--- config.mk ---
export PLATFORM = sky130hd
export DESIGN_NAME = cfa_fifo
export DESIGN_NICKNAME = d
export VERILOG_FILES = /design/src/rtl/contiguous_fit_allocator_core_assert.svh /design/src/rtl/cfa_fifo.sv
export SDC_FILE = /design/constraint.sdc
export NUM_CORES = 1
export LEC_CHECK = 0
export ABC_AREA = 1
export BUFFER_PORTS_ARGS = -buffer_cell sky130_fd_sc_hd__buf_2
export CAP_MARGIN = 0
export CORE_MARGIN = 2
export CORE_UTILIZATION = 35
export DETAILED_ROUTE_END_ITERATION = 10
export GPL_TIMING_DRIVEN = 0
export PLACE_DENSITY = 0.62
export SYNTH_ARGS = -nofsm -noshare
export SYNTH_HDL_FRONTEND = slang
export SYNTH_SLANG_ARGS = --single-unit
--- constraint.sdc ---
create_clock -name clk -period 3.3 [get_ports clk]
set_clock_uncertainty 0.05 [all_clocks]
set_input_delay 0.33 -clock clk [delete_from_list [all_inputs] [get_ports clk]]
set_output_delay 0.33 -clock clk [all_outputs]
set_load 0.005 [all_outputs]
--- src/rtl/contiguous_fit_allocator_core_assert.svh ---
// Assertion macros for the contiguous fit allocator.
// Included by the top level; the macros expand to nothing when SYNTHESIS is defined.
`ifndef CONTIGUOUS_FIT_ALLOCATOR_CORE_ASSERT_SVH
`define CONTIGUOUS_FIT_ALLOCATOR_CORE_ASSERT_SVH
`ifndef SYNTHESIS
// Same-cycle implication, held off during reset.
`define CFA_ASSERT_IMPL(lbl, clk, rst, ante, cons) \
  lbl: assert property (@(posedge clk) disable iff (rst) (ante) |-> (cons)) \
    else $error("allocator assertion failed");
// Next-cycle implication, held off during reset.
`define CFA_ASSERT_NEXT(lbl, clk, rst, ante, cons) \
  lbl: assert property (@(posedge clk) disable iff (rst) (ante) |=> (cons)) \
    else $error("allocator assertion failed");
`else
`define CFA_ASSERT_IMPL(lbl, clk, rst, ante, cons)
`define CFA_ASSERT_NEXT(lbl, clk, rst, ante, cons)
`endif
`endif

--- src/rtl/cfa_fifo.sv ---
// Waiting request queue of the contiguous fit allocator.
// Register array with head and tail pointers; depends on nothing else.
module cfa_fifo #(
  parameter int DEPTH = 16,
  parameter int DW    = 33
) (
  input  logic                       clk,
  input  logic                       rst,
  input  logic                       clear,
  input  logic                       push,
  input  logic                       pop,
  input  logic [DW-1:0]              push_data,
  output logic [DW-1:0]              head_data,
  output logic [$clog2(DEPTH+1)-1:0] count,
  output logic                       full
);

  localparam int PW = (DEPTH > 1) ? $clog2(DEPTH) : 1;
  localparam int CW = $clog2(DEPTH + 1);

  logic [DW-1:0] slots [DEPTH];
  logic [PW-1:0] head;
  logic [PW-1:0] tail;

  // Pointer step with wrap at the queue depth.
  function automatic logic [PW-1:0] step(input logic [PW-1:0] p);
    logic [PW-1:0] r;
    if (p == PW'(DEPTH - 1)) begin
      r = '0;
    end else begin
      r = p + 1'b1;
    end
    return r;
  endfunction

  assign head_data = slots[head];
  assign full      = (count == CW'(DEPTH));

  // Pointers and fill count.
  always_ff @(posedge clk) begin
    if (rst || clear) begin
      head  <= '0;
      tail  <= '0;
      count <= '0;
    end else begin
      if (push) begin
        tail <= step(tail);
      end
      if (pop) begin
        head <= step(head);
      end
      if (push && !pop) begin
        count <= count + 1'b1;
      end else if (pop && !push) begin
        count <= count - 1'b1;
      end
    end
  end

  // Storage.
  always_ff @(posedge clk) begin
    if (push) begin
      slots[tail] <= push_data;
    end
  end

endmodule

==> flow_summary.json <==
{
  "first_pass_iters": 6,
  "ff2ff_path_depth": 5,
  "critical_path_class": "flip-flop to primary output",
  "post-place-ws_ps": 740.5,
  "drive_gt1_share_pct": 11.21,
  "rrSetupSlack_ps": 1050,
  "clkTransAtPathRegs_ps": 60,
  "io_buffers": 76,
  "fp.dieH_um": 262.6,
  "drtAntennaViolNets": 0,
  "syn-cell-area_mm2": 0.02340,
  "htreeDepth": 2,
  "worst_ep_required_time_ps": 2920,
  "clock_latency_ps": 620,
  "cts_buffer_depth": 3,
  "reg2reg_from": "tail[1]$_SDFFE_PP0P_",
  "nets": 2458,
  "coreArea_mm2": 0.06598,
  "num-fill-cells": 6121,
  "worstSetupEndpointType": "primary output",
  "synthCells": 2256,
  "power.density_mw_per_mm2": 535.7,
  "cts_setup_buffers": 0,
  "cap_violations": 0,
  "status": "finished, final reports clean",
  "max_stage_delay_ps": 670,
  "cp_top_family": "buffers and inverters",
  "gr-total-overflow": 0,
  "antenna_found_initial": 0,
  "slew_headroom_pct": 23.94,
  "cts_root_buf": "clkbuf_16",
  "r2r_end": "slots[0][6]$_DFFE_PP_",
  "path_buf_inv": 4,
  "hold_viol": 0,
  "routed_wirelength_mm": 66.61,
  "tns_ps": 0,
  "synth-seq-area-share_pct": 69.21,
  "start_kind": "flip-flop",
  "setup_viol": 0,
  "gp_congestion": 0.8272,
  "diodes": 0,
  "hold_depth": 1,
  "min_to": "slots[1][17]$_DFFE_PP_",
  "die_area_mm2": 0.06895,
  "dr_total_vias": 16170,
  "cts_buffers": 56,
  "tightestPinTransition_ps": 1141,
  "post_drt_wl_per_cell_um": 20.08,
  "worst_slack_ps": 25.39,
  "total_power_w": 0.01450,
  "slew_violations": 0,
  "cts_tree": "built",
  "rows": 94,
  "route.detailed.drc": 0,
  "synth_seq_cells": 545,
  "initial_utilization_pct": 35.47,
  "initialDrtViolationCount": 1661,
  "slowest_stage": "clkbuf_1",
  "multiInputGateArea_mm2": 0.005205,
  "dp_hpwl_mm": 42.64,
  "grt_pass1_wl_mm": 98.48,
  "hold_path_class": "primary input to flip-flop",
  "grt_pass1_vias": 15870,
  "leakage_nw": 11.46,
  "vdd_drop_max_uv": 406.5,
  "path_cells": "clkbuf_1, inv_1, buf_1, nand3_1, nand2_1, buf_2",
  "min_from": "push_data[17]",
  "synth.avg_cell_area_um2": 10.37,
  "vias_per_cell": 4.876,
  "synth_cell_types": 20,
  "cts_sinks": 545,
  "area_delta_synth_final_pct": 15.70,
  "seqCellArea_mm2": 0.01620,
  "grt_max_degree": 25,
  "syn_nets": 2305,
  "fin_crit_ps": 3275,
  "fin_crit_sh_pct": 99.23,
  "yosys_warnings": 0,
  "critical_path_peak_fanout": 10,
  "arrival_ps": 2890,
  "place_area_mm2": 0.02531,
  "io_pins": 77,
  "fmax_ghz": 0.3054,
  "final_cell_area_mm2": 0.02707,
  "rsz0062_at_grt": "false",
  "die_w_um": 262.6,
  "grtUsageTotal_pct": 19.10
}
[layout make-up]
cell class / count / area share, %
buffer: 109 / 1.992
inverter: 422 / 5.851
clock buffer: 75 / 5.513
clock inverter: 27 / 0.8827
tap: 864 / 3.993
sequential: 545 / 59.82
timing repair buffer: 95 / 2.727
multi-input combinational: 1180 / 19.22
[logic make-up after synthesis]
kind of cell	Yosys count	synth area share, %
adders and majority gates	11	0.6202
AOI/OAI and AO/OA	20	0.4278
and+or+nand+nor	1147	20.61
buffers and inverters	531	9.063
DFF	545	69.21
xor gates and xnor gates	2	0.07487
[what timing repair did]
action                     4_1_cts  5_1_grt
gates resized for setup          0        4
hold endpoints to repair        23        0
setup endpoints to repair        0        2
hold buffers                     3        0
[state kept, by name, summed over array words and instances (netlist names), named ones only]
register	cells
count	5
head	4
slots	528
tail	4
[stage by stage]
| step | hold slack [ps] | util, % | instances |
|---|---|---|---|
| detailed placement | 452.8 | 38.36 | 3212 |
| floorplan | 378.9 | - | 2256 |
| finish | 25.77 | 41.03 | 3317 |
| global placement | 420.0 | 37.68 | 3196 |
| CTS | 1.292 | 41.03 | 3317 |
| global route | 19.15 | 41.03 | 3317 |
[worst max-delay path by stage]
stage | startpoint | end | slack (ps) | depth (start not counted)
floorplan | push | slots[7][0]$_DFFE_PP_ | 690 | 3
finish | flip-flop | head_data[31] | 30 | 6
global placement | push | slots[14][1]$_DFFE_PP_ | -1250 | 4
global route | flip-flop | head_data[5] | 20 | 6
CTS | flip-flop | head_data[22] | 50 | 6
detailed placement | flip-flop | head_data[22] | 740 | 6
[power breakdown]
part | internal, W | switching (W)
Sequential | 0.00763 | 0.0000174
Clock | 0.00341 | 0.00263
Combinational | 0.000234 | 0.000576
[placed cells by master, fill, tap and decap left out, drive strengths merged]
cell type / instances
o21ai: 8
dfxtp: 17
bufinv: 3
clkbuf: 90
xor2: 1
nor3: 4
clkinv: 20
buf: 186
clkinvlp: 2
ha: 10
dlygate4sd3: 3
a21oi: 12
fa: 1
inv: 424
xnor2: 1
edfxtp: 528
nor2: 23
nand3b: 1
nand2: 715
nand3: 403
nor3b: 1
[synth_stat cells, drive strengths merged]
library cell  number  share of area, %
nor3b              1             0.032
a21oi             12              0.26
ha                10              0.53
nor2              23              0.37
nand3            403               8.6
nand3b             1             0.032
nand2            715                11
nor3               4             0.086
o21ai              8              0.17
inv              422               6.8
dfxtp             17               1.5
xnor2              1             0.037
clkbuf            14              0.22
xor2               1             0.037
fa                 1             0.086
edfxtp           528                68
buf               95               2.1
[routing by layer]
layer	wire length, µm	global-route usage [%]	up-vias
met5	0	0	-
met4	2365	7.425	0
met3	5822	3.308	145
met2	31500	31.48	788
met1	26920	25.16	7650
li1	-	-	7591
Power figures use the tool's default switching activity.
